## config.mk

```make
export PLATFORM = sky130hd
export DESIGN_NAME = uart_idle_timeout_frame_buffer
export DESIGN_NICKNAME = d
export VERILOG_FILES = /design/src/rtl/uitfb_pkg.sv /design/src/rtl/uitfb_ram.sv /design/src/rtl/uart_idle_timeout_frame_buffer.sv
export VERILOG_INCLUDE_DIRS = /design/src /design/src/rtl
export SDC_FILE = /design/constraint.sdc
export NUM_CORES = 1
export LEC_CHECK = 0
export BUFFER_PORTS_ARGS = -buffer_cell sky130_fd_sc_hd__clkbuf_2
export CAP_MARGIN = 40
export CELL_PAD_IN_SITES_DETAIL_PLACEMENT = 2
export CELL_PAD_IN_SITES_GLOBAL_PLACEMENT = 2
export CORE_MARGIN = 2
export CORE_UTILIZATION = 49
export CTS_BUF_LIST = sky130_fd_sc_hd__clkbuf_16
export CTS_CLUSTER_SIZE = 28
export DETAILED_ROUTE_END_ITERATION = 8
export PLACE_DENSITY = 0.81
export SLEW_MARGIN = 10
export SYNTH_ARGS = -nofsm -noshare
export SYNTH_HDL_FRONTEND = slang
export SYNTH_HIERARCHICAL = 1
export SYNTH_SLANG_ARGS = --single-unit
```

## constraint.sdc

```tcl
create_clock -name clk -period 4.2 [get_ports clk]
set_input_delay 0.42 -clock clk [delete_from_list [all_inputs] [get_ports clk]]
set_output_delay 0.42 -clock clk [all_outputs]
set_load 0.05 [all_outputs]
```

## src/rtl/uart_idle_timeout_frame_buffer_assert.svh

```systemverilog
// Assertion macros for the UART idle-timeout frame buffer.
`ifndef UART_IDLE_TIMEOUT_FRAME_BUFFER_ASSERT_SVH
`define UART_IDLE_TIMEOUT_FRAME_BUFFER_ASSERT_SVH

`ifndef ASSERT_OFF
`define UITFB_ASSERT(lbl, prop, msg) \
  lbl: assert property (@(posedge clk) disable iff (!rst_n) (prop)) else $error(msg);
`define UITFB_ASSERT_NEVER(lbl, cond, msg) \
  lbl: assert property (@(posedge clk) disable iff (!rst_n) !(cond)) else $error(msg);
`else
`define UITFB_ASSERT(lbl, prop, msg)
`define UITFB_ASSERT_NEVER(lbl, cond, msg)
`endif

`endif

```

## src/rtl/uitfb_pkg.sv

```systemverilog
`timescale 1ns / 1ps

package uitfb_pkg;

  localparam int BYTE_W = 8;
  localparam int GAP_W  = 9;
  localparam int LEN_W  = 7;
  localparam int MS_W   = 10;
  localparam int CMD_W  = 3;

  localparam logic [GAP_W-1:0] GAP_MAX   = 9'd500;
  localparam logic [GAP_W-1:0] GAP_RESET = 9'd104;

  typedef enum logic [CMD_W-1:0] {
    CMD_RX_BYTE  = 3'd0,
    CMD_TICK     = 3'd1,
    CMD_TX_WRITE = 3'd2,
    CMD_TX_READY = 3'd3,
    CMD_TX_DONE  = 3'd4,
    CMD_READ     = 3'd5
  } cmd_t;

endpackage

```

## src/rtl/uitfb_ram.sv

```systemverilog
`timescale 1ns / 1ps

module uitfb_ram #(
  parameter int DEPTH = 64,
  localparam int AW = (DEPTH > 1) ? $clog2(DEPTH) : 1
) (
  input  logic                          clk,
  input  logic                          we,
  input  logic [AW-1:0]                 waddr,
  input  logic [uitfb_pkg::BYTE_W-1:0]  wdata,
  input  logic [AW-1:0]                 raddr,
  output logic [uitfb_pkg::BYTE_W-1:0]  rdata
);

  logic [uitfb_pkg::BYTE_W-1:0] mem [DEPTH];

  always_ff @(posedge clk) begin
    if (we) begin
      mem[waddr] <= wdata;
    end
    rdata <= mem[raddr];
  end

endmodule

```

## src/rtl/uart_idle_timeout_frame_buffer.sv

```systemverilog
`timescale 1ns / 1ps
// UART receive framing by idle gap, with a transmit byte FIFO.
// Commands enter on start/in_* and are taken when start is high and busy is low.
// Every command produces one result except a frame read that delivers bytes,
// which produces one result per byte, the final one flagged by out_last.
// Results appear for one cycle with out_valid; the receiver cannot stall them.
// Receive byte, tick, transmit write, transmit complete and failed reads show
// their result in the cycle after acceptance and busy stays low, so a command
// can be issued every cycle.
// Transmit ready with a queued byte passes through S_POP, where the registered
// read of the transmit memory supplies the byte while busy is high. A frame
// read of t bytes first primes the receive memory read, then delivers one byte
// per cycle while busy is high. The gap limit is written on cfg_valid (cfg_ready
// is always high); the user is to do so only while idle, as the block does not
// enforce it. Values above 500 saturate. Reset (rst_n low, synchronous) empties
// both buffers, clears the status flags and the timer, and loads a gap limit of
// 104. Buffer contents are not cleared; no sweep is needed after reset.

`include "uart_idle_timeout_frame_buffer_assert.svh"

module uart_idle_timeout_frame_buffer #(
  parameter int RX_DEPTH = 64,
  parameter int TX_DEPTH = 64
) (
  input  logic                           clk,
  input  logic                           rst_n,
  input  logic                           start,
  output logic                           busy,
  input  logic [uitfb_pkg::CMD_W-1:0]    in_cmd,
  input  logic [uitfb_pkg::BYTE_W-1:0]   in_byte_in,
  input  logic [uitfb_pkg::MS_W-1:0]     in_tick_ms,
  input  logic [uitfb_pkg::LEN_W-1:0]    in_req_len,
  output logic                           out_valid,
  output logic [uitfb_pkg::BYTE_W-1:0]   out_byte_out,
  output logic                           out_byte_valid,
  output logic [uitfb_pkg::LEN_W-1:0]    out_frame_len,
  output logic                           out_last,
  output logic                           out_accepted,
  output logic                           out_receiving,
  output logic                           out_frame_done,
  output logic                           out_sending,
  output logic                           out_idle,
  input  logic                           cfg_valid,
  output logic                           cfg_ready,
  input  logic [uitfb_pkg::GAP_W-1:0]    cfg_data
);

  localparam int RX_AW = (RX_DEPTH > 1) ? $clog2(RX_DEPTH) : 1;
  localparam int RX_CW = $clog2(RX_DEPTH + 1);
  localparam int TX_AW = (TX_DEPTH > 1) ? $clog2(TX_DEPTH) : 1;
  localparam int TX_PW = $clog2(2 * TX_DEPTH);
  localparam logic [RX_CW-1:0] RX_FULL  = RX_CW'(RX_DEPTH);
  localparam logic [TX_PW-1:0] TX_WRAP  = TX_PW'(2 * TX_DEPTH - 1);
  localparam logic [TX_PW-1:0] TX_HALF  = TX_PW'(TX_DEPTH);
  localparam logic [TX_PW:0]   TX_SPAN  = (TX_PW + 1)'(2 * TX_DEPTH);
  localparam logic [TX_PW:0]   TX_FULL  = (TX_PW + 1)'(TX_DEPTH);

  typedef enum logic [1:0] {
    S_IDLE,
    S_POP,
    S_READ
  } state_t;

  state_t                          state_r, state_nxt;
  logic [uitfb_pkg::GAP_W-1:0]     gap_limit_r, gap_limit_nxt;
  logic [uitfb_pkg::GAP_W-1:0]     gap_timer_r, gap_timer_nxt;
  logic [RX_CW-1:0]                rx_count_r, rx_count_nxt;
  logic                            recv_r, recv_nxt;
  logic                            done_r, done_nxt;
  logic [TX_PW-1:0]                tx_head_r, tx_head_nxt;
  logic [TX_PW-1:0]                tx_tail_r, tx_tail_nxt;
  logic                            sending_r, sending_nxt;
  logic                            idle_r, idle_nxt;
  logic [uitfb_pkg::LEN_W-1:0]     len_r, len_nxt;
  logic [uitfb_pkg::LEN_W-1:0]     idx_r, idx_nxt;
  logic                            out_valid_r, out_valid_nxt;
  logic [uitfb_pkg::BYTE_W-1:0]    out_byte_r, out_byte_nxt;
  logic                            out_bvalid_r, out_bvalid_nxt;
  logic [uitfb_pkg::LEN_W-1:0]     out_len_r, out_len_nxt;
  logic                            out_last_r, out_last_nxt;
  logic                            out_acc_r, out_acc_nxt;

  logic                            rx_we;
  logic [RX_AW-1:0]                rx_raddr;
  logic [uitfb_pkg::BYTE_W-1:0]    rx_rdata;
  logic                            tx_we;
  logic [uitfb_pkg::BYTE_W-1:0]    tx_rdata;
  logic [TX_AW-1:0]                tx_head_slot, tx_tail_slot;
  logic [TX_PW:0]                  tx_used;
  logic                            tx_full, tx_empty;
  logic [uitfb_pkg::LEN_W-1:0]     rx_count_ext, take_len;
  logic [uitfb_pkg::LEN_W-1:0]     idx_inc;
  uitfb_pkg::cmd_t                 cmd;

  function automatic logic [TX_PW-1:0] tx_inc(input logic [TX_PW-1:0] p);
    return (p == TX_WRAP) ? '0 : p + 1'b1;
  endfunction

  function automatic logic [TX_AW-1:0] tx_slot(input logic [TX_PW-1:0] p);
    logic [TX_PW-1:0] s;
    s = (p >= TX_HALF) ? p - TX_HALF : p;
    return s[TX_AW-1:0];
  endfunction

  assign cmd          = uitfb_pkg::cmd_t'(in_cmd);
  assign tx_head_slot = tx_slot(tx_head_r);
  assign tx_tail_slot = tx_slot(tx_tail_r);
  // Pointers run modulo twice the depth so full and empty are told apart.
  assign tx_used      = (tx_tail_r >= tx_head_r)
                        ? {1'b0, tx_tail_r} - {1'b0, tx_head_r}
                        : {1'b0, tx_tail_r} + TX_SPAN - {1'b0, tx_head_r};
  assign tx_full      = (tx_used == TX_FULL);
  assign tx_empty     = (tx_head_r == tx_tail_r);
  assign rx_count_ext = uitfb_pkg::LEN_W'(rx_count_r);
  assign take_len     = (rx_count_ext < in_req_len) ? rx_count_ext : in_req_len;
  assign idx_inc      = idx_r + 1'b1;
  // The next frame byte is read ahead while the current one is delivered.
  assign rx_raddr     = (state_r == S_READ) ? idx_inc[RX_AW-1:0] : '0;

  uitfb_ram #(.DEPTH(RX_DEPTH)) u_rx_ram (
    .clk   (clk),
    .we    (rx_we),
    .waddr (rx_count_r[RX_AW-1:0]),
    .wdata (in_byte_in),
    .raddr (rx_raddr),
    .rdata (rx_rdata)
  );

  uitfb_ram #(.DEPTH(TX_DEPTH)) u_tx_ram (
    .clk   (clk),
    .we    (tx_we),
    .waddr (tx_tail_slot),
    .wdata (in_byte_in),
    .raddr (tx_head_slot),
    .rdata (tx_rdata)
  );

  always_comb begin
    state_nxt      = state_r;
    gap_limit_nxt  = gap_limit_r;
    gap_timer_nxt  = gap_timer_r;
    rx_count_nxt   = rx_count_r;
    recv_nxt       = recv_r;
    done_nxt       = done_r;
    tx_head_nxt    = tx_head_r;
    tx_tail_nxt    = tx_tail_r;
    sending_nxt    = sending_r;
    idle_nxt       = idle_r;
    len_nxt        = len_r;
    idx_nxt        = idx_r;
    out_valid_nxt  = 1'b0;
    out_byte_nxt   = '0;
    out_bvalid_nxt = 1'b0;
    out_len_nxt    = '0;
    out_last_nxt   = 1'b1;
    out_acc_nxt    = 1'b0;
    rx_we          = 1'b0;
    tx_we          = 1'b0;

    if (cfg_valid) begin
      gap_limit_nxt = (cfg_data > uitfb_pkg::GAP_MAX) ? uitfb_pkg::GAP_MAX : cfg_data;
    end

    unique case (state_r)
      S_IDLE: begin
        if (start) begin
          unique case (cmd)
            uitfb_pkg::CMD_RX_BYTE: begin
              out_valid_nxt = 1'b1;
              if (rx_count_r != RX_FULL) begin
                rx_we         = 1'b1;
                rx_count_nxt  = rx_count_r + 1'b1;
                recv_nxt      = 1'b1;
                done_nxt      = 1'b0;
                gap_timer_nxt = gap_limit_r;
                out_acc_nxt   = 1'b1;
              end
            end
            uitfb_pkg::CMD_TICK: begin
              out_valid_nxt = 1'b1;
              idle_nxt      = !sending_r;
              if (gap_timer_r != '0) begin
                if (in_tick_ms >= uitfb_pkg::MS_W'(gap_timer_r)) begin
                  gap_timer_nxt = '0;
                  recv_nxt      = 1'b0;
                  done_nxt      = 1'b1;
                end else begin
                  gap_timer_nxt = gap_timer_r - in_tick_ms[uitfb_pkg::GAP_W-1:0];
                end
              end
            end
            uitfb_pkg::CMD_TX_WRITE: begin
              out_valid_nxt = 1'b1;
              sending_nxt   = 1'b1;
              if (!tx_full) begin
                tx_we       = 1'b1;
                tx_tail_nxt = tx_inc(tx_tail_r);
                out_acc_nxt = 1'b1;
              end
            end
            uitfb_pkg::CMD_TX_READY: begin
              if (tx_empty) begin
                out_valid_nxt = 1'b1;
                tx_head_nxt   = '0;
                tx_tail_nxt   = '0;
              end else begin
                tx_head_nxt = tx_inc(tx_head_r);
                sending_nxt = 1'b1;
                state_nxt   = S_POP;
              end
            end
            uitfb_pkg::CMD_TX_DONE: begin
              out_valid_nxt = 1'b1;
              sending_nxt   = 1'b0;
            end
            uitfb_pkg::CMD_READ: begin
              if (gap_timer_r != '0 || rx_count_r == '0) begin
                out_valid_nxt = 1'b1;
              end else begin
                rx_count_nxt = '0;
                done_nxt     = 1'b0;
                if (take_len == '0) begin
                  out_valid_nxt = 1'b1;
                end else begin
                  len_nxt   = take_len;
                  idx_nxt   = '0;
                  state_nxt = S_READ;
                end
              end
            end
            default: begin
              out_valid_nxt = 1'b1;
            end
          endcase
        end
      end
      S_POP: begin
        out_valid_nxt  = 1'b1;
        out_byte_nxt   = tx_rdata;
        out_bvalid_nxt = 1'b1;
        state_nxt      = S_IDLE;
      end
      S_READ: begin
        out_valid_nxt  = 1'b1;
        out_byte_nxt   = rx_rdata;
        out_bvalid_nxt = 1'b1;
        out_len_nxt    = len_r;
        out_last_nxt   = (idx_inc == len_r);
        idx_nxt        = idx_inc;
        if (idx_inc == len_r) begin
          state_nxt = S_IDLE;
        end
      end
      default: begin
        state_nxt = S_IDLE;
      end
    endcase
  end

  always_ff @(posedge clk) begin
    if (!rst_n) begin
      state_r     <= S_IDLE;
      gap_limit_r <= uitfb_pkg::GAP_RESET;
      gap_timer_r <= '0;
      rx_count_r  <= '0;
      recv_r      <= 1'b0;
      done_r      <= 1'b0;
      tx_head_r   <= '0;
      tx_tail_r   <= '0;
      sending_r   <= 1'b0;
      idle_r      <= 1'b0;
      len_r       <= '0;
      idx_r       <= '0;
      out_valid_r <= 1'b0;
    end else begin
      state_r     <= state_nxt;
      gap_limit_r <= gap_limit_nxt;
      gap_timer_r <= gap_timer_nxt;
      rx_count_r  <= rx_count_nxt;
      recv_r      <= recv_nxt;
      done_r      <= done_nxt;
      tx_head_r   <= tx_head_nxt;
      tx_tail_r   <= tx_tail_nxt;
      sending_r   <= sending_nxt;
      idle_r      <= idle_nxt;
      len_r       <= len_nxt;
      idx_r       <= idx_nxt;
      out_valid_r <= out_valid_nxt;
    end
    out_byte_r   <= out_byte_nxt;
    out_bvalid_r <= out_bvalid_nxt;
    out_len_r    <= out_len_nxt;
    out_last_r   <= out_last_nxt;
    out_acc_r    <= out_acc_nxt;
  end

  // Status flags change only at an accepted command, so during a result's
  // cycle they still hold the values left by the command that produced it.
  assign busy           = (state_r != S_IDLE);
  assign cfg_ready      = 1'b1;
  assign out_valid      = out_valid_r;
  assign out_byte_out   = out_byte_r;
  assign out_byte_valid = out_bvalid_r;
  assign out_frame_len  = out_len_r;
  assign out_last       = out_last_r;
  assign out_accepted   = out_acc_r;
  assign out_receiving  = recv_r;
  assign out_frame_done = done_r;
  assign out_sending    = sending_r;
  assign out_idle       = idle_r;

  `UITFB_ASSERT_NEVER(a_rx_count_range, rx_count_r > RX_FULL, "rx count beyond depth")
  `UITFB_ASSERT_NEVER(a_tx_used_range, tx_used > TX_FULL, "tx fifo beyond depth")
  `UITFB_ASSERT(a_done_timer, done_r |-> gap_timer_r == '0, "frame done with timer running")
  `UITFB_ASSERT(a_burst_gapless, out_valid && !out_last |=> out_valid, "frame burst broken")

endmodule
```

==> results of run 1 <==
-- state kept, by name, indices dropped and copies added (netlist names), 2 cells and up --
| name | cells |
|---|---|
| out_frame_len | 7 |
| u_rx_ram/mem | 512 |
| rx_count_ext | 7 |
| gap_timer_r | 9 |
| state_r | 2 |
| tx_head_r | 7 |
| len_r | 7 |
| u_tx_ram/mem | 512 |
| idx_r | 7 |
| u_tx_ram/rdata | 8 |
| gap_limit_r | 9 |
| tx_tail_r | 7 |
| u_rx_ram/rdata | 8 |
| out_byte_out | 8 |
-- worst min-delay path: stages --
cell      delay [ps]
clkbuf_2         100
mux2i_1           90
nor2_1           120
-- synthesized netlist by cell type, drive strengths merged, types with 35 or more instances --
master  number  area [µm²]
edfxtp    1024       30700
mux4       250        5630
nor2       222         836
dfxtp       94        1880
nand2       77         289
buf         75         533
inv         53         199
clkbuf      52         196
mux2i       51         510
nand3       48         240
nor2b       43         269
o21ai       41         209
ha          39         488
o22ai       37         231
a21oi       35         175
-- routing by layer --
| metal | share of wire (%) | vias up |
|---|---|---|
| met3 | 6.9 | 443 |
| met4 | 5.1 | 6 |
| met5 | 0.027 | - |
| li1 | - | 10500 |
| met1 | 38 | 14400 |
| met2 | 50 | 1620 |
-- through the flow --
step           hold slack (ps)  total power (µW)  utilization (%)  setup TNS (ps)
6_report                  66.8             25700             56.5               0
2_1_floorplan              430             14500                -               0
5_1_grt                   60.5             26300             56.5           -4180
3_3_place_gp               474             15400             51.8               0
4_1_cts                   42.4             25700             56.2           -1080
3_5_place_dp               498             15500             51.9           -1380
-- how the worst max path moves through the flow --
stage                  from             endpoint  slack (ps)
2_1_floorplan  tx_tail_r[0]  u_tx_ram/mem[62][0]         760
3_3_place_gp   tx_head_r[1]  u_tx_ram/mem[34][4]         320
3_5_place_dp   tx_head_r[1]  u_tx_ram/mem[58][1]         -60
4_1_cts        tx_head_r[1]  u_tx_ram/mem[27][2]         -60
5_1_grt        tx_head_r[1]   u_tx_ram/mem[3][7]        -100
6_report       tx_head_r[1]   u_tx_ram/mem[3][4]           3
-- power groups by stage --
| stage | Combinational [µW] | Clock (µW) | Sequential (µW) |
|---|---|---|---|
| floorplan | 1890 | 0 | 12600 |
| global route | 3310 | 10600 | 12300 |
| global placement | 2820 | 0 | 12500 |
| finish | 3160 | 10200 | 12300 |
| detailed placement | 2990 | 0 | 12500 |
| CTS | 3110 | 10300 | 12300 |
-- final cells by class --
type	instances	area, µm²	share of cell area, %
well taps	1186	1480	2.87
clock inverters	97	711	1.38
diodes	1	2.50	0.00484
flip-flops and latches	1118	32600	63.2
inverters	55	206	0.399
repair buffers	223	1790	3.47
multi-input cells	1194	11900	23.1
clock buffers	117	2930	5.66
-- what timing repair did --
item	CTS	global route
setup endpoints to repair	275	325
pin swaps	2	0
hold buffers	7	1
endpoints found under the hold margin	7	3
gates resized for setup	60	13
buffers inserted	2	1
-- logic make-up (layout without fill, tap and decap cells) --
family	Yosys count	in the layout	synth area share, %
buffers and inverters	183	492	2.10
muxes	321	321	14.1
and+or+nand+nor	538	538	5.73
xor gates and xnor gates	27	27	0.553
adders and majority gates	41	41	1.17
DFF	1118	1118	72.2
AOI/OAI and AO/OA	266	266	4.22
other	1	2	0.00829
==> impl_summary.md, run 1 <==
Synth
The netlist area before placement is 0.0452 mm². In this run, synthesis produced a sequential element count of 1,118. The most common flop cell mapped by yosys is edfxtp_1. The number of distinct library cells after synthesis is 82. Synthesis produced 2,495 cells.

For this run, the number of Yosys warnings is 6. The net count after synthesis is 2,577. In this run, synthesis inferred 1,024 flip-flops with an integrated enable. Sequential cells were found to cover 72.2% of the synthesized design area. In the synthesized netlist the async set-or-reset flop fraction comes to 0%. The mean instance size in the synthesized netlist is 18.1 µm².

Die
The die extent in x is 308 µm. The floorplan step defined a die boundary enclosing 0.0947 mm². The core region is 0.0915 mm². The chip height is 308 µm.

The initial cell density of the core is 49.4%. The total I/O pin count is 66. The number of rows created at floorplan is 111.

STA
The worst slew slack as a fraction of its limit is 37.0%. The shortest period the worst path allows is 4200 ps. For the final database, setup skew stands at 36.5 ps. The timing-limited maximum frequency is 238 MHz.

The number of hold violations in the final report is 0. The ratio of final minimum period to clock period is 99.9%. The worst-case setup margin in the final layout is 3.08 ps. The number of pins with negative max-slew slack in the final report is 0. The total setup violations reported at the end of the flow is 0. The slew at the pin with the worst max-slew slack is 941 ps.

Finish
The most common cell after layout, fill and taps aside is edfxtp_1. The design area is 0.0517 mm². The layout has 7,667 filler cells. The relative area change from synthesis to final layout is 14.3%. The final layout net count is 2,789. The library cells used most frequently in the layout, excluding fill and tap cells, are 1,024 x edfxtp_1, 250 x mux4_2, 180 x nor2_1. The post-route netlist has 25.7% of its cells at a drive strength greater than 1.

The number of standard cells in the final layout excluding fillers is 3,991.

Pwr
VDD sags by at most 422 µV. In this run the power density over the cells is 496 mW/mm². The analysis attributes to net switching a power of 6630 µW. The share of total power dissipated in sequential elements is 48.0%.

In this run, the combinational gates consume 12.3% of the power. The share of total power dissipated in the clock network is 39.7%. The share of total power consumed by net switching is 25.8%.

The standby leakage power is 0.0164 µW. Internal power comes to 19,000 µW.

GRT
The largest net degree at the start of global routing is 101. The number of antenna violations at the first check in global routing is 4. The number of global-route vias before repair came to 28,800.

met2 is the most crowded layer. The overflow left after global routing is 0. For met3 alone, demand over resource in global routing was 5.35%. The first global-routing pass estimated 226 mm of wire. Global routing used 43.5% of the available met1 tracks. The global router's overall resource usage is 33.7%.

The met2 demand-to-capacity share in global routing is 56.7%.

Place
The cell count after placement is 3,751. The standard cell area after detailed placement is 0.0475 mm². The count of buffers inserted at the top-level ports is 64. Before CTS, the worst setup slack after placement is -58.6 ps. Summed over all nets, the half-perimeter wirelength after detailed placement is 95.4 mm. The global placement routability congestion is 0.876.

Critical path
The worst setup path is captured at a flip-flop. The classification of the worst setup path is reg -> reg. Data on the critical path arrives at its endpoint at 4550 ps. At the worst endpoint, the required time is 4550 ps. The number of buffer and inverter instances along the worst setup path is 3.

The signal on the critical path passes through inv_1 -> ha_1 -> nor2b_1 -> o21ai_0 -> a21oi_1 -> o211ai_1 -> o21ai_0 -> nand2b_1 -> inv_1 -> nand3_1 -> buf_4 -> nor2_1. The path depth of the worst reg2reg path is 12. The peak per-stage delay on the critical path is 600 ps. The startpoint of the lowest-slack register-to-register path is tx_head_r[1]. The worst setup path is launched from a flip-flop. The largest individual stage delay along the critical path comes from the cell nor2_1. The kind of cell adding the most delay to the critical path is simple AND/OR/NAND/NOR gates. The endpoint of the lowest-slack register-to-register path is u_tx_ram/mem[3][4]. The logic depth of the worst path, buffers included is 12. The internal reg-to-reg setup slack is 3 ps. The largest driver fanout on the critical path is 12.

Route
After detailed routing, the average wire length per cell comes to 39.5 µm. The count of nets left with antenna violations once routing finished came out at 0. In the routed layout, each cell is associated on average with a via count of 6.75. After the first detailed-routing iteration, the DRC count stood at 3,190. The total number of vias is 26,900. After detailed routing, the number of remaining DRC violations is 0.

The first TritonRoute pass finished after 5 iterations. The post-detailed-routing wire length is 157 mm.

Clock tree
The H-tree generated during clock tree synthesis spans 3 levels. The number of clock buffers inserted by TritonCTS is 115. For the worst-skew pair, the clock arrives at the later sink with an insertion delay of 730 ps. The clock root buffer is clkbuf_16. The maximum buffer depth of the clock tree is 3. For this design, the sink count on the clock tree is 1,118.

The CTS tree is built. After clock tree synthesis, the clock-pin slew on the worst setup and hold paths is 60 ps.

Hold path
The startpoint of the lowest-slack hold path is cfg_data[4]. The destination of the worst hold path is gap_limit_r[4]. Along the worst hold path, the cell count comes to 3. The class of the worst hold path is in -> reg.

Run
Across the run, the number of max-cap violations was 0.

Status
The run finished with clean final reports.
Note: power is estimated with default switching activity, not from simulation.
==> run 2, diff against run 1 <==
--- a/config.mk
+++ b/config.mk
@@ -6,12 +6,13 @@
 export SDC_FILE = /design/constraint.sdc
 export NUM_CORES = 1
 export LEC_CHECK = 0
+export ABC_AREA = 1
 export BUFFER_PORTS_ARGS = -buffer_cell sky130_fd_sc_hd__clkbuf_2
 export CAP_MARGIN = 40
 export CELL_PAD_IN_SITES_DETAIL_PLACEMENT = 2
 export CELL_PAD_IN_SITES_GLOBAL_PLACEMENT = 2
 export CORE_MARGIN = 2
-export CORE_UTILIZATION = 49
+export CORE_UTILIZATION = 43
 export CTS_BUF_LIST = sky130_fd_sc_hd__clkbuf_16
 export CTS_CLUSTER_SIZE = 28
 export DETAILED_ROUTE_END_ITERATION = 8
==> run 2 against run 1 <==
Against the previous run:
- power is 3.5% higher
- fmax is 4.5% higher
- combinational power is 12% higher
- non-clock buffer count is 61 lower
- clock power is 5% higher
- sequential share of layout area is 1.7 points lower
- largest cell class unchanged
==> impl_summary.md, run 2 <==
Die
The initial cell density of the core is 43.2% (-6.2 points). The full die area is 0.113 mm² (+20%). The total I/O pin count is 66 (unchanged). The chip height came to 337 µm (+9.4%).

The number of rows created at floorplan is 122 (+9.9%). The core box area was 0.110 mm² (+20%). The die extent in x is 337 µm (+9.4%).

Synth
The net count after synthesis is 4,430 (+72%). The count of yosys warnings during synthesis is 6 (unchanged). After synthesis, the cell types taking the most area are edfxtp_1 65%, nand2_1 12%, nand3_1 9.8%. The netlist area before placement is 0.0476 mm² (+5.2%). The mean instance size in the synthesized netlist is 10.9 µm² (-40%). The register area share after synthesis is 68.6% (-3.6 points). The number of enable flip-flop cells after synthesis was 1,024 (unchanged). The register bit count reported by yosys came to 1,118 (unchanged). The fraction of synthesized cell area taken by the top area cell type was 64.6% (-3.4 points).

nand2_1 is the most common cell in the netlist. The number of distinct library cells after synthesis came to 53 (-35%). Summed over all instances, the cell type with the most area after synthesis is edfxtp_1.

The gate count of the mapped netlist came to 4,348 (+74%). Ranked by instance count, the synthesized netlist is headed by 1,466 x nand2_1, 1,024 x edfxtp_1, 936 x nand3_1. In the synthesized netlist the dominant register cell turns out to be edfxtp_1.

The fraction of registers with async set or reset after synthesis is 0% (unchanged).

Finish
The relative area change from synthesis to final layout is 11.7%. The share of layout cells above drive strength 1 is 8.35% (-17 points). The final standard cell utilization of the core came to 48.2% (-8.2 points).

The total of fill cells in the finished design is 11,100 (+45%). The area taken by flip-flops and latches is 0.0326 mm² (about the same). The multi-input gate area in the final layout is 0.0128 mm² (+7.7%).

The library cell used most frequently in the layout, excluding fill and tap cells, is nand2_1. The largest registers in the layout are u_rx_ram/mem x512, u_tx_ram/mem x512. In the layout the commonest cells are 1,466 x nand2_1, 1,024 x edfxtp_1, 936 x nand3_1. The final layout net count is 4,474 (+60%).

Critical path
The startpoint type of the worst setup path is a flip-flop. The worst path arrival time is 4380 ps (-170 ps). The cell that appears most often on the critical path is nor2_1. The peak per-stage delay on the critical path is 670 ps (+70 ps). The slowest stage cell on the critical path is dfxtp_1. The worst path required time is 4570 ps (+20 ps). Walking the worst path, the cells encountered are inv_1 -> ha_1 -> fa_1 -> nor2_1 -> nor3_2 -> nor2_1 -> o21ai_1 -> nand3_1 -> nand3_1 -> inv_1 -> nand4_1 -> buf_4 -> nor2_1. The classification of the worst setup path is reg -> reg. The nature of the critical path endpoint is a flip-flop. The internal reg-to-reg setup slack is 180 ps (+180 ps). The largest driver fanout on the critical path is 13 (+1). The startpoint of the most critical setup path is tx_tail_r[0]. The path depth of the worst reg2reg path is 13 (+1). The startpoint of the lowest-slack register-to-register path is tx_tail_r[0]. The worst register-to-register path ends at u_tx_ram/mem[35][5].

STA
The timing-limited maximum frequency is 249 MHz (+4.5%). The number of hold violations in the final report was 0 (unchanged). The number of pins with negative max-slew slack in the final report came to 0 (unchanged).

The setup TNS was 0 ps (unchanged). The worst-case setup margin in the final layout was 183 ps (+180 ps). The worst clock skew on the final layout came to 44.2 ps (+7.69 ps).

The worst slew slack as a fraction of its limit is 17.5% (-20 points). The final hold slack is 49.9 ps (-16.9 ps). The total setup violations reported at the end of the flow was 0 (unchanged). The slew at the pin with the worst max-slew slack is 1240 ps (+297 ps).

The ratio of final minimum period to clock period is 95.7% (-4.3 points). The shortest period the worst path allows is 4020 ps (-180 ps). Setup repair after global routing left no endpoint under its margin.

Pwr
The standby leakage power is 0.0194 µW (+19%). The share of total power consumed by net switching came to 28.3% (+2.5 points). The total power divided by cell area is 499 mW/mm² (+0.62%). The clock share of power was 40.3% (+0.6 points).

The power spent charging and discharging nets is 7530 µW (+14%). The worst voltage drop across the vdd grid is 583 µV (+38%). The sequential fraction of design power came to 46.4% (-1.6 points). The total internal power is 19,000 µW (about the same). The combinational share of power is 13.4% (+1.1 points).

Hold path
The destination of the worst hold path is gap_limit_r[0]. In this run the worst hold path is classified as in -> reg. The number of instances on the worst hold path is 2 (-1). The worst hold path begins at cfg_valid.

Clock tree
The CTS clock-pin slew for the worst setup and hold paths is 60 ps (about the same). The CTS tree is built. The number of clock buffers inserted by TritonCTS is 119 (+3.5%). The clock root buffer is clkbuf_16. The deepest level of the CTS H-tree came to 3 (unchanged). The maximum buffer depth of the clock tree is 3 (unchanged). The source-to-sink clock delay at the later pin of the worst-skew pair is 740 ps (about the same). The number of sinks driven by the clock tree is 1,118 (unchanged).

GRT
The global router's overall resource usage came to 32.0% (-1.7 points). The wire length of the first global-routing pass is 266 mm (+18%). The number of global-route vias before repair is 39,200 (+36%). The largest net degree at the start of global routing is 243 (+140%). The overflow left after global routing is 0 (unchanged). The number of antenna violations at the first check in global routing is 9 (+5).

Place
The count of buffers inserted at the top-level ports is 64 (unchanged). The worst slack at placement was 295 ps (+353 ps). The final HPWL from detailed placement is 107 mm (+12%).

The global placement routability congestion is 0.827 (-5.6%).

Route
The routed length per placed instance is 30.3 µm (-23%). The detailed-routing iteration count for the pre-antenna-repair pass is 5 (unchanged). The number of nets with antenna violations after routing came to 0 (unchanged). The detail-routed via count per cell was 6.00 (-11%). The number of remaining DRC errors came to 0 (unchanged). The post-detailed-routing wire length is 181 mm (+15%). The total number of vias is 35,900 (+33%). The starting DRC count in detailed routing is 3,740 (+17%).

Run
The max-cap violation count is 0 (unchanged).

Status
The flow ran to the end, and the final reports show no timing, DRC or antenna violations.
[run 2: cell count changes after synthesis, sizes merged, moves of 22 or more]
cell    before   now
nand2       77  1480
nand3       48   939
mux4       250     0
buf         75   205
inv         53   141
mux2i       51     0
a21oi       35    83
nor2       222   175
nor2b       43     0
o22ai       37     0
a221oi      22     0
[run 2: worst max-delay path by stage]
stage	endpoint	slack, ps	cells after the start
finish	u_tx_ram/mem[35][5]	180	13
global route	u_tx_ram/mem[11][2]	30	13
CTS	u_tx_ram/mem[2][0]	210	13
detailed placement	u_tx_ram/mem[47][6]	290	13
global placement	u_tx_ram/mem[41][5]	560	13
floorplan	u_tx_ram/mem[48][0]	830	13
[run 2: power by group through the flow]
| stage | Sequential, µW | Clock (µW) | Combinational, µW |
|---|---|---|---|
| after floorplan | 12600 | 0 | 2150 |
| after global placement | 12500 | 0 | 3160 |
| after detailed placement | 12500 | 0 | 3360 |
| after CTS | 12300 | 10800 | 3510 |
| after global routing | 12300 | 11200 | 3810 |
| final | 12300 | 10700 | 3550 |
[run 2: critical path: cells and delay by family (launching register included)]
kind | cells | cell delay, ps
DFF | 1 | 670
and+or+nand+nor | 7 | 1430
adders and majority gates | 2 | 690
buffers and inverters | 3 | 740
AOI/OAI and AO/OA | 1 | 110
[run 2: kinds of logic (layout without fill, tap and decap cells)]
kind of cell    count (synthesis)  count (layout)  share of synthesized area (%)
flops                        1118            1118                           68.6
fa+ha+maj                      41              41                           1.11
compound gates                134             134                           1.52
xor+xnor                       11              11                          0.202
buf+inv                       382             527                           4.52
simple gates                 2661            2661                           24.1
other cells                     1               2                        0.00788
[run 2: final cells by class]
type                       count  share of cell area [%]
clock inverter                99                    1.43
clock buffer                 123                    5.79
timing repair buffer         162                    2.66
tap                         1488                    3.50
inverter                     143                    1.05
multi-input combinational   2848                    24.1
sequential                  1118                    61.4
antenna                        1                 0.00471
[run 2: metrics by stage]
stage          instances  area [µm²]  power [µW]
2_1_floorplan       4348       47600       14800
3_3_place_gp        5738       49000       15700
3_5_place_dp        5746       49200       15900
4_1_cts             5977       53100       26600
5_1_grt             5981       53100       27300
6_report            5982       53100       26500
[run 2: metal layers]
| layer | GRT usage (%) | routed length, µm | up-vias |
|---|---|---|---|
| met2 | 54.4 | 90000 | 1638 |
| met1 | 40.7 | 71200 | 18700 |
| li1 | - | - | 15200 |
| met5 | 0 | 49 | - |
| met3 | 5.46 | 12700 | 434 |
| met4 | 12.9 | 7210 | 8 |
[run 2: what timing repair did]
action,4_1_cts,5_1_grt
buffers inserted,0,0
hold buffers,9,0
resized for setup,0,3
endpoints found under the setup margin,0,24
hold endpoints to repair,9,0
